===== config.mk =====
export PLATFORM = sky130hd
export DESIGN_NAME = nearest_floor_ray_cast_unit
export DESIGN_NICKNAME = d
export VERILOG_FILES = /design/src/sv/nfrc_pkg.sv /design/src/sv/nearest_floor_ray_cast_unit.sv /design/src/sv/nfrc_arith.sv
export SDC_FILE = /design/constraint.sdc
export NUM_CORES = 2
export LEC_CHECK = 0
export BUFFER_PORTS_ARGS = -buffer_cell sky130_fd_sc_hd__buf_2
export CORE_ASPECT_RATIO = 0.9
export CORE_UTILIZATION = 45
export DETAILED_ROUTE_END_ITERATION = 8
export PLACE_DENSITY = 0.72
export REMOVE_ABC_BUFFERS = 1
export SETUP_SLACK_MARGIN = 0.2
export SYNTH_ARGS = -nofsm -noshare
export SYNTH_HDL_FRONTEND = slang
export SYNTH_SLANG_ARGS = --single-unit

===== constraint.sdc =====
create_clock -name clk -period 24.6 [get_ports clk]
set_input_delay 2.46 -clock clk [delete_from_list [all_inputs] [get_ports clk]]
set_output_delay 2.46 -clock clk [all_outputs]
set_load 0.02 [all_outputs]

===== src/sv/nfrc_pkg.sv =====
// ----------------------------------------------------------------------------
// nfrc_pkg: shared types and constants for the floor ray cast unit
// Field widths, payload structs, sequencer states and arithmetic unit control.
// ----------------------------------------------------------------------------
package nfrc_pkg;

  localparam int COORD_W   = 24;
  localparam int EXT_W     = COORD_W + 1;
  localparam int DIST_W    = COORD_W - 1;
  localparam int ACC_W     = 3 * COORD_W + 4;
  localparam int CNT_W     = $clog2(COORD_W + 1);
  localparam int CFG_IDX_W = 2;
  localparam int OP_W      = 4;

  localparam logic [CFG_IDX_W-1:0] CFG_ORIGIN_X = 2'd0;
  localparam logic [CFG_IDX_W-1:0] CFG_ORIGIN_Y = 2'd1;
  localparam logic [CFG_IDX_W-1:0] CFG_ORIGIN_Z = 2'd2;
  localparam logic [CFG_IDX_W-1:0] CFG_MAX_DIST = 2'd3;

  // multiply-accumulate steps
  localparam logic [OP_W-1:0] OP_DET_P = 4'd0;
  localparam logic [OP_W-1:0] OP_DET_M = 4'd1;
  localparam logic [OP_W-1:0] OP_U_P   = 4'd2;
  localparam logic [OP_W-1:0] OP_U_M   = 4'd3;
  localparam logic [OP_W-1:0] OP_V_P   = 4'd4;
  localparam logic [OP_W-1:0] OP_V_M   = 4'd5;
  localparam logic [OP_W-1:0] OP_T_P   = 4'd6;
  localparam logic [OP_W-1:0] OP_T_M1  = 4'd7;
  localparam logic [OP_W-1:0] OP_T_M2  = 4'd8;
  localparam logic [OP_W-1:0] OP_LIM   = 4'd9;

  typedef struct packed {
    logic signed [COORD_W-1:0] a_x;
    logic signed [COORD_W-1:0] a_y;
    logic signed [COORD_W-1:0] a_z;
    logic signed [COORD_W-1:0] b_x;
    logic signed [COORD_W-1:0] b_y;
    logic signed [COORD_W-1:0] b_z;
    logic signed [COORD_W-1:0] c_x;
    logic signed [COORD_W-1:0] c_y;
    logic signed [COORD_W-1:0] c_z;
    logic                      last_triangle;
  } nfrc_in_t;

  typedef struct packed {
    logic                      found;
    logic signed [COORD_W-1:0] hit_height;
    logic [DIST_W-1:0]         hit_distance;
  } nfrc_out_t;

  typedef enum logic [2:0] {
    ST_IDLE, ST_LOAD, ST_MUL, ST_CHK1, ST_CHK2, ST_DIV, ST_UPD, ST_OUT
  } nfrc_state_t;

  typedef struct packed {
    logic mul_start;
    logic div_start;
    logic clr;
    logic neg;
  } nfrc_arith_ctl_t;

  typedef struct packed {
    logic busy;
  } nfrc_arith_sts_t;

endpackage


===== src/sv/nearest_floor_ray_cast_unit.sv =====
// ----------------------------------------------------------------------------
// nearest_floor_ray_cast_unit: downward ray cast against a triangle stream
// Fixed-point Moller-Trumbore test per triangle, keeps the nearest hit and
// reports it on the beat marked last.
//
//   channel | ports                          | beat
//   in      | in_valid, in_stall, in_data    | one triangle
//   out     | out_valid, out_stall, out_data | one result per query
//   cfg     | cfg_we, cfg_index, cfg_data    | one register write
//
// Each triangle runs ten multiply-accumulate passes (load, shift-add steps,
// handoff) and a division through the one shared adder in nfrc_arith, plus
// the accept, two check and one update step. A zero determinant or an early
// reject ends the work early. A last triangle adds a result state that holds
// while out_stall is high. in_stall is high in every state but idle. Reset is
// synchronous; it clears the query state and the origin registers and sets
// the maximum distance to its default.
// ----------------------------------------------------------------------------
module nearest_floor_ray_cast_unit
  import nfrc_pkg::*;
#(
  parameter int FRACTION_BITS = 8
) (
  input  logic                  clk,
  input  logic                  rst_n,
  input  logic                  in_valid,
  output logic                  in_stall,
  input  nfrc_in_t              in_data,
  output logic                  out_valid,
  input  logic                  out_stall,
  output nfrc_out_t             out_data,
  input  logic                  cfg_we,
  input  logic [CFG_IDX_W-1:0]  cfg_index,
  input  logic [COORD_W-1:0]    cfg_data
);

  nfrc_state_t state_r, state_nxt;

  logic signed [COORD_W-1:0] org_x_r, org_y_r, org_z_r;
  logic [DIST_W-1:0]         max_r;
  logic [COORD_W-1:0]        best_r, best_nxt;
  logic                      seen_r, seen_nxt;
  logic [OP_W-1:0]           op_r;

  logic signed [EXT_W-1:0] e1x_r, e1y_r, e1z_r, e2x_r, e2y_r, e2z_r, tx_r, ty_r, tz_r;
  logic                    last_r, sgn_r;
  logic signed [ACC_W-1:0] det_r, un_r, vn_r, tn_r, uv_r;
  logic [DIST_W-1:0]       cand_r;
  nfrc_out_t               out_r, out_nxt;

  nfrc_arith_ctl_t         ctl;
  nfrc_arith_sts_t         sts;
  logic signed [ACC_W-1:0] acc, op_a;
  logic signed [EXT_W-1:0] op_b, maxp1;
  logic [DIST_W-1:0]       quo;
  logic                    rej1, rej2, better;
  logic signed [EXT_W-1:0] h;

  nfrc_arith u_arith (
    .clk  (clk),
    .rst_n(rst_n),
    .ctl  (ctl),
    .op_a (op_a),
    .op_b (op_b),
    .op_d (tn_r),
    .acc  (acc),
    .quo  (quo),
    .sts  (sts)
  );

  assign maxp1 = EXT_W'(max_r) + EXT_W'(1);
  assign rej1  = un_r[ACC_W-1] | vn_r[ACC_W-1] | (det_r < un_r) | tn_r[ACC_W-1] |
                 (tn_r == '0);
  assign rej2  = (det_r < uv_r) | (tn_r >= acc);

  // operand select per step
  always_comb begin
    op_a    = '0;
    op_b    = '0;
    ctl.clr = 1'b0;
    ctl.neg = 1'b0;
    ctl.mul_start = (state_r == ST_LOAD);
    ctl.div_start = (state_r == ST_CHK2) && !rej2;
    case (op_r)
      OP_DET_P: begin op_a = ACC_W'(e1z_r); op_b = e2x_r; ctl.clr = 1'b1; end
      OP_DET_M: begin op_a = ACC_W'(e1x_r); op_b = e2z_r; ctl.neg = 1'b1; end
      OP_U_P:   begin op_a = ACC_W'(tz_r); op_b = e2x_r; ctl.clr = 1'b1; ctl.neg = sgn_r; end
      OP_U_M:   begin op_a = ACC_W'(tx_r); op_b = e2z_r; ctl.neg = ~sgn_r; end
      OP_V_P:   begin op_a = ACC_W'(tx_r); op_b = e1z_r; ctl.clr = 1'b1; ctl.neg = sgn_r; end
      OP_V_M:   begin op_a = ACC_W'(tz_r); op_b = e1x_r; ctl.neg = ~sgn_r; end
      OP_T_P:   begin op_a = det_r; op_b = ty_r; ctl.clr = 1'b1; end
      OP_T_M1:  begin op_a = un_r; op_b = e1y_r; ctl.neg = 1'b1; end
      OP_T_M2:  begin op_a = vn_r; op_b = e2y_r; ctl.neg = 1'b1; end
      OP_LIM:   begin op_a = det_r; op_b = maxp1; ctl.clr = 1'b1; end
      // divisor for the distance division
      default:  begin op_a = det_r; end
    endcase
  end

  always_comb begin
    state_nxt = state_r;
    unique case (state_r)
      ST_IDLE: if (in_valid) state_nxt = ST_LOAD;
      ST_LOAD: state_nxt = ST_MUL;
      ST_MUL: begin
        if (!sts.busy) begin
          if (op_r == OP_DET_M && acc == '0) state_nxt = ST_UPD;
          else if (op_r == OP_LIM)           state_nxt = ST_CHK1;
          else                               state_nxt = ST_LOAD;
        end
      end
      ST_CHK1: state_nxt = rej1 ? ST_UPD : ST_CHK2;
      ST_CHK2: state_nxt = rej2 ? ST_UPD : ST_DIV;
      ST_DIV:  if (!sts.busy) state_nxt = ST_UPD;
      ST_UPD:  state_nxt = last_r ? ST_OUT : ST_IDLE;
      ST_OUT:  if (!out_stall) state_nxt = ST_IDLE;
      default: state_nxt = ST_IDLE;
    endcase
  end

  always_comb begin
    in_stall  = (state_r != ST_IDLE);
    out_valid = (state_r == ST_OUT);
  end

  // best-hit update and result
  always_comb begin
    better   = (cand_r != '0) && ({1'b0, cand_r} < best_r);
    best_nxt = better ? {1'b0, cand_r} : best_r;
    seen_nxt = seen_r | better;
    h        = EXT_W'(org_y_r) - $signed({2'b00, best_nxt[DIST_W-1:0]});
    out_nxt.found = seen_nxt;
    if (!seen_nxt) begin
      out_nxt.hit_height   = '0;
      out_nxt.hit_distance = '0;
    end else begin
      out_nxt.hit_height   = (h[EXT_W-1] != h[COORD_W-1]) ?
                             {1'b1, {(COORD_W-1){1'b0}}} : h[COORD_W-1:0];
      out_nxt.hit_distance = best_nxt[DIST_W-1:0];
    end
  end

  always_ff @(posedge clk) begin
    if (!rst_n) begin
      state_r <= ST_IDLE;
      op_r    <= '0;
      best_r  <= '1;
      seen_r  <= 1'b0;
      org_x_r <= '0;
      org_y_r <= '0;
      org_z_r <= '0;
      max_r   <= DIST_W'(4096 << FRACTION_BITS);
    end else begin
      state_r <= state_nxt;
      if (cfg_we) begin
        unique case (cfg_index)
          CFG_ORIGIN_X: org_x_r <= cfg_data;
          CFG_ORIGIN_Y: org_y_r <= cfg_data;
          CFG_ORIGIN_Z: org_z_r <= cfg_data;
          CFG_MAX_DIST: max_r   <= cfg_data[DIST_W-1:0];
          default:      max_r   <= max_r;
        endcase
      end
      if (state_r == ST_IDLE) begin
        op_r <= '0;
      end else if (state_r == ST_MUL && !sts.busy) begin
        op_r <= op_r + OP_W'(1);
      end
      if (state_r == ST_UPD) begin
        if (last_r) begin
          best_r <= '1;
          seen_r <= 1'b0;
        end else begin
          best_r <= best_nxt;
          seen_r <= seen_nxt;
        end
      end
    end
  end

  always_ff @(posedge clk) begin
    if (state_r == ST_IDLE && in_valid) begin
      e1x_r  <= EXT_W'(in_data.b_x) - EXT_W'(in_data.a_x);
      e1y_r  <= EXT_W'(in_data.b_y) - EXT_W'(in_data.a_y);
      e1z_r  <= EXT_W'(in_data.b_z) - EXT_W'(in_data.a_z);
      e2x_r  <= EXT_W'(in_data.c_x) - EXT_W'(in_data.a_x);
      e2y_r  <= EXT_W'(in_data.c_y) - EXT_W'(in_data.a_y);
      e2z_r  <= EXT_W'(in_data.c_z) - EXT_W'(in_data.a_z);
      tx_r   <= EXT_W'(org_x_r) - EXT_W'(in_data.a_x);
      ty_r   <= EXT_W'(org_y_r) - EXT_W'(in_data.a_y);
      tz_r   <= EXT_W'(org_z_r) - EXT_W'(in_data.a_z);
      last_r <= in_data.last_triangle;
    end
    if (state_r == ST_MUL && !sts.busy) begin
      case (op_r)
        OP_DET_M: begin
          det_r  <= acc[ACC_W-1] ? -acc : acc;
          sgn_r  <= acc[ACC_W-1];
          cand_r <= '0;
        end
        OP_U_M:  un_r <= acc;
        OP_V_M:  vn_r <= acc;
        OP_T_M2: tn_r <= acc;
        default: cand_r <= cand_r;
      endcase
    end
    if (state_r == ST_CHK1) begin
      uv_r <= un_r + vn_r;
    end
    if (state_r == ST_DIV && !sts.busy) begin
      cand_r <= quo;
    end
    if (state_r == ST_UPD) begin
      out_r <= out_nxt;
    end
  end

  assign out_data = out_r;

`ifndef NO_ASSERTIONS
  a_busy_in_work: assert property (@(posedge clk) disable iff (!rst_n)
    sts.busy |-> (state_r == ST_MUL || state_r == ST_DIV))
    else $error("arith unit busy outside a work state");

  a_empty_result: assert property (@(posedge clk) disable iff (!rst_n)
    (out_valid && !out_data.found) |-> (out_data.hit_height == '0 &&
                                        out_data.hit_distance == '0))
    else $error("no-hit result with nonzero fields");

  a_hit_nonzero: assert property (@(posedge clk) disable iff (!rst_n)
    (out_valid && out_data.found) |-> (out_data.hit_distance != '0))
    else $error("hit with zero distance");

  a_query_cleared: assert property (@(posedge clk) disable iff (!rst_n)
    (out_valid && !out_stall) |=> (!seen_r && best_r == '1))
    else $error("query state not cleared after result beat");

  a_best_range: assert property (@(posedge clk) disable iff (!rst_n)
    seen_r |-> !best_r[COORD_W-1])
    else $error("best distance out of range");
`endif

endmodule


===== src/sv/nfrc_arith.sv =====
// ----------------------------------------------------------------------------
// nfrc_arith: shared shift-add arithmetic unit
// One wide adder serves radix-2 signed multiply-accumulate and restoring
// division, one bit per cycle.
// ----------------------------------------------------------------------------
module nfrc_arith
  import nfrc_pkg::*;
(
  input  logic                     clk,
  input  logic                     rst_n,
  input  nfrc_arith_ctl_t          ctl,
  input  logic signed [ACC_W-1:0]  op_a,
  input  logic signed [EXT_W-1:0]  op_b,
  input  logic signed [ACC_W-1:0]  op_d,
  output logic signed [ACC_W-1:0]  acc,
  output logic [DIST_W-1:0]        quo,
  output nfrc_arith_sts_t          sts
);

  logic signed [ACC_W-1:0] acc_r, m_r, addend, sum;
  logic signed [EXT_W-1:0] b_r;
  logic [DIST_W-1:0]       q_r;
  logic [CNT_W-1:0]        cnt_r;
  logic                    busy_r, div_r, neg_r;
  logic                    top_bit, sub, last_step, keep;

  always_comb begin
    top_bit   = (cnt_r == CNT_W'(COORD_W));
    last_step = div_r ? (cnt_r == CNT_W'(COORD_W - 2)) : top_bit;
    sub       = div_r | (neg_r ^ top_bit);
    addend    = (div_r | b_r[0]) ? m_r : '0;
    sum       = acc_r + (sub ? ~addend : addend) + ACC_W'(sub);
    keep      = ~sum[ACC_W-1];
  end

  always_ff @(posedge clk) begin
    if (!rst_n) begin
      busy_r <= 1'b0;
    end else if (ctl.mul_start || ctl.div_start) begin
      busy_r <= 1'b1;
    end else if (busy_r && last_step) begin
      busy_r <= 1'b0;
    end
  end

  always_ff @(posedge clk) begin
    if (ctl.mul_start) begin
      m_r   <= op_a;
      b_r   <= op_b;
      cnt_r <= '0;
      div_r <= 1'b0;
      neg_r <= ctl.neg;
      if (ctl.clr) begin
        acc_r <= '0;
      end
    end else if (ctl.div_start) begin
      acc_r <= op_d;
      m_r   <= op_a <<< (COORD_W - 2);
      q_r   <= '0;
      cnt_r <= '0;
      div_r <= 1'b1;
      neg_r <= 1'b0;
    end else if (busy_r) begin
      cnt_r <= cnt_r + CNT_W'(1);
      b_r   <= b_r >>> 1;
      if (div_r) begin
        if (keep) begin
          acc_r <= sum;
        end
        q_r <= {q_r[DIST_W-2:0], keep};
        m_r <= m_r >>> 1;
      end else begin
        acc_r <= sum;
        m_r   <= m_r <<< 1;
      end
    end
  end

  assign acc      = acc_r;
  assign quo      = q_r;
  assign sts.busy = busy_r;

endmodule

Yosys cells after proc, flatten, opt, wreduce, memory -nomap -nowiden. Cells that the tools add are included.

Output and inout port bits: 50. Register bits: 1013. Input bits: 248.

Add/subtract/negate cells: 17. Equal/unequal tests: 30. $lt $le $gt $ge: 4. Multiplexer cells: 44. Reductions and logical operators: 52. Bitwise gates (word level): 15.

Operators by type and width (count): two-way mux 76 bit (12); one-hot mux 76 bit (6 select lines) (1); subtractor 24 x 24 -> 25 bit (10); one-hot mux 25 bit (8 select lines) (1); adder 76 bit (2); logical NOT 76 bit (2); less-than comparator 76 bit (2); two-way mux 23 bit (5); two-way mux 24 bit (4); adder 76 x 1 -> 76 bit (1); greater-or-equal comparator 76 bit (1); negator 76 bit (1); NOT 76 bit (1); two-way mux 75 bit (1); two-way mux 25 bit (2); adder 23 x 1 -> 24 bit, second input constant (1); less-than comparator 23 x 24 -> 1 bit (1); one-hot mux 3 bit (8 select lines) (1); AND reduction 2 bit (12); nonzero test 23 bit (1); two-way mux 3 bit (6); OR reduction 2 bit (9); == test 4 x 3 -> 1 bit, second input constant (4); nonzero test 2 bit (8); 33 further kinds (73).

Longest topological paths before layout.
Word-level depth: 11. Depth in mapped cells: 37. Gate-level depth less buffers: 34.

By module. Synthesis repeated with hierarchy kept, for this count alone.

Cells, all modules: 6984. Area total of the unflattened synthesis: 67857.6 um^2.

By module, submodules not included: nearest_floor_ray_cast_unit (area an instance 51854.7 um^2, sequential area each 22902.0 um^2, times used 1, cells each 5177); nfrc_arith (area an instance 16002.8 um^2, sequential area each 6175.9 um^2, times used 1, cells each 1807).

Worst setup path after synthesis. Ideal clock, no wire load.

Path kind: reg-to-reg. Start: reg u_arith.cnt_r[0]. End: reg u_arith.acc_r[0], in the netlist u_arith.acc[0], enable pin. Path slack: 15.427 ns. Setup time: 0.556 ns. Path buffers: 3. Period minus slack after synthesis: 9.173 ns. Arrival time: 8.618 ns. Cell stages (with the launch flop): 24. Path through: dfxtp_1 inv_1 ha_1 and4b_4 nor3_1 a21oi_1 clkbuf_1 clkbuf_1 xnor2_1 ha_1 clkbuf_1 a21o_1 a21o_1 a21o_1 a211oi_1 o31ai_1 a21oi_1 o41ai_4 a311oi_2 o21ai_4 a41oi_4 xnor2_1 xnor2_1 a31oi_1.

Longest elaborated chain between the ends: 8.

Ends and longest elaborated chain: from (decl) (RTL line nfrc_arith.sv:23) `logic [CNT_W-1:0] cnt_r;`; from (signal assigned) (RTL line nfrc_arith.sv:64) `cnt_r <= cnt_r + CNT_W'(1);`; == test 5 bit (*) (RTL line nfrc_arith.sv:28) `top_bit = (cnt_r == CNT_W'(COORD_W));`; bitwise XOR 1 bit (*) (RTL line nfrc_arith.sv:30) `sub = div_r | (neg_r ^ top_bit);`; OR 1 bit (*) (RTL line nfrc_arith.sv:30); two-way mux 76 bit (RTL line nfrc_arith.sv:32) `sum = acc_r + (sub ? ~addend : addend) + ACC_W'(sub);`; adder 76 bit (RTL line nfrc_arith.sv:32); adder 76 x 1 -> 76 bit (*) (RTL line nfrc_arith.sv:32); inequality test 4 x 2 -> 1 bit (no source line) (*); AND reduction 3 bit (no source line) (*); to (signal assigned) (RTL line nfrc_arith.sv:57) `acc_r <= op_d;`; to (signal assigned) (RTL line nfrc_arith.sv:68) `acc_r <= sum;`; to (signal assigned) (RTL line nfrc_arith.sv:73) `acc_r <= sum;`; to (decl) (RTL line nfrc_arith.sv:20) `logic signed [ACC_W-1:0] acc_r, m_r, addend, sum;`.

Every way passes the cells marked *; elsewhere a longest branch is shown, timed or not. A chain may end at the register's enable or synchronous reset.

Worst setup path in the final report.
Start: reg u_arith.div_r. End: reg u_arith.acc_r[34], in the netlist u_arith.acc[34], enable pin.

Longest elaborated chain between the ends: 8. Elaborated cells between the ends (all ways): 9. Classes of those cells: add/sub (2); eq/ne (1); mux (2); bitwise (3); reduce/logical (1).

Ends and longest elaborated chain: from (decl) (RTL line nfrc_arith.sv:24) `logic busy_r, div_r, neg_r;`; from (signal assigned) (RTL line nfrc_arith.sv:51) `div_r <= 1'b0;`; from (signal assigned) (RTL line nfrc_arith.sv:61) `div_r <= 1'b1;`; OR 1 bit (RTL line nfrc_arith.sv:31) `addend = (div_r | b_r[0]) ? m_r : '0;`; two-way mux 76 bit (RTL line nfrc_arith.sv:31); NOT 76 bit (RTL line nfrc_arith.sv:32); two-way mux 76 bit (RTL line nfrc_arith.sv:32); adder 76 bit (RTL line nfrc_arith.sv:32); adder 76 x 1 -> 76 bit (RTL line nfrc_arith.sv:32); inequality test 4 x 2 -> 1 bit (no source line) (*); AND reduction 3 bit (no source line) (*).

Marked as above.

==> impl_metrics.json <==
{
  "status": "complete, no violations",
  "final_layout_size_suffix_gt1_share_pct": 9.64,
  "finalSetupViolCount": 0,
  "r2r_setup_slack_ps": 16650,
  "fin_crit_sh_pct": 32.3,
  "dp_hpwl_mm": 172,
  "ant_nets": 0,
  "fmax_ghz": 0.126,
  "row_count": 133,
  "cts_setup_buffers": 0,
  "die_area_um2": 151000,
  "clk_latency_ps": 740,
  "via_per_inst": 6.15,
  "final_area_um2": 74400,
  "cts_tree": "done",
  "synth_largest_area_cell": "edfxtp_1",
  "cts_hold_buf": 0,
  "crit_arrival_ps": 8270,
  "post-route-min-period_ps": 7950,
  "ys_top_cells_by_count": "edfxtp_1, ha_1, nand2_1",
  "dp.cells": 8783,
  "use_met1_pct": 41.3,
  "cp_slowest_cell": "buf_4",
  "path_cells": "nor2b_1 > a21oi_4 > buf_4 > buf_4 > xnor2_1 > ha_1 > a21o_1 > a21o_1 > a21o_1 > a211oi_1 > o31ai_1 > a21oi_1 > o41ai_4 > a311oi_2 > o21ai_4 > a41oi_4 > xnor2_1 > xnor2_1 > a31oi_4 > buf_4",
  "hold_viol": 0,
  "antenna_cells": 0,
  "cts_buffers": 111,
  "slew_headroom_pct": 9.89,
  "final_nets": 7846,
  "ys_ff_latch": 1013,
  "grt_max_degree": 85,
  "wire_per_inst_um": 25.0,
  "synth-seq-area-share_pct": 43.4,
  "yosys_warnings": 0,
  "slowest_delay_ps": 910,
  "grt-ovfl-total": 0,
  "critPathKind": "reg2reg",
  "cp-end-kind": "register",
  "drv_slew": 0,
  "gp_congestion": 0.996,
  "synth_area_um2": 67000,
  "num_io_pins": 298,
  "place_area_um2": 70600,
  "synth-edff-count": 879,
  "critPathTopFamily": "compound AO/OA/AOI/OAI gates",
  "place.port_buffers": 297,
  "clk_pin_slew_ps": 60,
  "cellPowerDensity_nw_per_um2": 123,
  "cts_buffer_depth": 3,
  "die_x_um": 409,
  "ys.flop_type": "edfxtp_1",
  "post_cts_resized": 0,
  "peakVddDrop_mv": 0.0729,
  "hold-worst-slack_ps": 468,
  "totalWireLength_mm": 225,
  "min-delay-path-class": "reg2reg",
  "clockRootBuffer": "clkbuf_16",
  "cts_sinks": 1013,
  "grtUsageTotal_pct": 29.1,
  "fp.coreArea_um2": 147000,
  "synth_cell_types": 90,
  "clock_skew_ps": 54.2,
  "cp.required_ps": 24920,
  "use_met2_pct": 43.8,
  "startpoint_type": "register",
  "drv_cap": 0,
  "yosys.area.top_type_share_pct": 39.4,
  "crit_buf_inv": 3,
  "via_count": 55266,
  "area_growth_pct": 11.0,
  "grt_util_met3_pct": 5.07,
  "syn_inst": 6730,
  "worst_slew_pin_slew_ps": 1340,
  "syn_area_per_cell_um2": 9.96,
  "grt_busiest_layer": "met2",
  "yosys-top-cells-area": "edfxtp_1, ha_1, xnor2_1",
  "cp_max_fo": 65,
  "grt_setup_unrepaired": "false",
  "yosysMostFrequentCell": "edfxtp_1",
  "grt_pass1_wl_mm": 334,
  "die_height_um": 368,
  "htreeDepth": 3,
  "grt_pass1_vias": 53035,
  "antenna_found_initial": 4,
  "first_pass_iters": 6,
  "leakage_uw": 0.0302,
  "drtIter0Drc": 5754,
  "async_flop_share_pct": 0,
  "start_util_pct": 45.6,
  "drc": 0,
  "final_cells": 8991,
  "final.setup.tns_ps": 0
}
==> area by class of cell <==
class	instances	area [um^2]
Fill cell	13300	72500
Multi-Input combinational cell	4983	35400
Sequential cell	1013	29100
Clock buffer	134	2990
Tap cell	1957	2450
Timing Repair Buffer	355	1920
Inverter	475	1780
Clock inverter	74	857
==> cells in the final DEF (no fill, tap or decap), types with 77 or more instances in the layout <==
master,synthesis,layout
nor3_1,92,90
edfxtp_1,879,879
nand2b_1,77,77
dfxtp_1,134,133
o21ai_0,374,374
o211ai_1,78,78
a21o_1,201,201
nand2_1,633,631
a22oi_1,127,127
ha_1,647,647
nor2_1,420,414
nand3_1,112,111
nor2b_1,119,118
xnor2_1,380,380
clkbuf_16,0,115
buf_2,12,297
a21boi_0,121,120
nand4_1,128,128
xor2_1,111,111
inv_1,475,474
a21oi_1,429,427
==> sequential cells by signal, indices dropped and copies added (netlist names), 48 cells and up <==
signal,cells
tn_r,76
un_r,76
out_data,48
uv_r,76
u_arith.acc,76
vn_r,76
det_r,76
u_arith.m_r,76
==> path summary, 6_finish.rpt <==
kind,cells after the start,endpoint,from
worst max-delay path,20,u_arith.acc[34]$_SDFFCE_PP0P_,u_arith.div_r$_SDFFE_PP0P_
worst min-delay path,2,org_z_r[12]$_SDFFE_PN0P_,org_z_r[12]$_SDFFE_PN0P_
worst max register to register,20,u_arith.acc[34]$_SDFFCE_PP0P_,u_arith.div_r$_SDFFE_PP0P_
worst min register to register,2,org_z_r[12]$_SDFFE_PN0P_,org_z_r[12]$_SDFFE_PN0P_
==> where the power goes <==
part / switching (uW) / internal [uW]
clock network: 749 / 1040
registers: 366 / 2550
logic: 2760 / 1660
==> routing by layer <==
layer  part of all wire [%]  wire (um)
met5                  0.010         23
met4                    4.5      10200
met3                    9.6      21500
met2                     43      96100
met1                     43      97000
==> through the flow <==
step / util (%) / power (uW) / worst slack [ps]
finish: 50.7 / 9130 / 16650
global route: 50.7 / 9630 / 16420
CTS: 50.7 / 9030 / 16760
detailed placement: 48.0 / 7220 / 16870
global placement: 48.0 / 7200 / 16980
floorplan: - / 5970 / 9450
==> tightest hold or removal path, stage by stage, from the launching register on <==
cell	delay [ps]
dfxtp_1	310
nand2_1	50
a21boi_0	60
==> cell families (layout without fill, tap and decap cells) <==
logic type / count (synthesis) / count (layout) / synth area share [%]
DFF: 1013 / 1013 / 43.4
AOI/OAI and AO/OA: 1892 / 1892 / 18.8
and+or+nand+nor: 1815 / 1815 / 12.8
muxes: 126 / 126 / 2.03
adders and majority gates: 659 / 659 / 12.4
xor gates and xnor gates: 491 / 491 / 6.42
buffers and inverters: 734 / 1038 / 4.13
No activity file was read; power rests on OpenSTA's default activity.
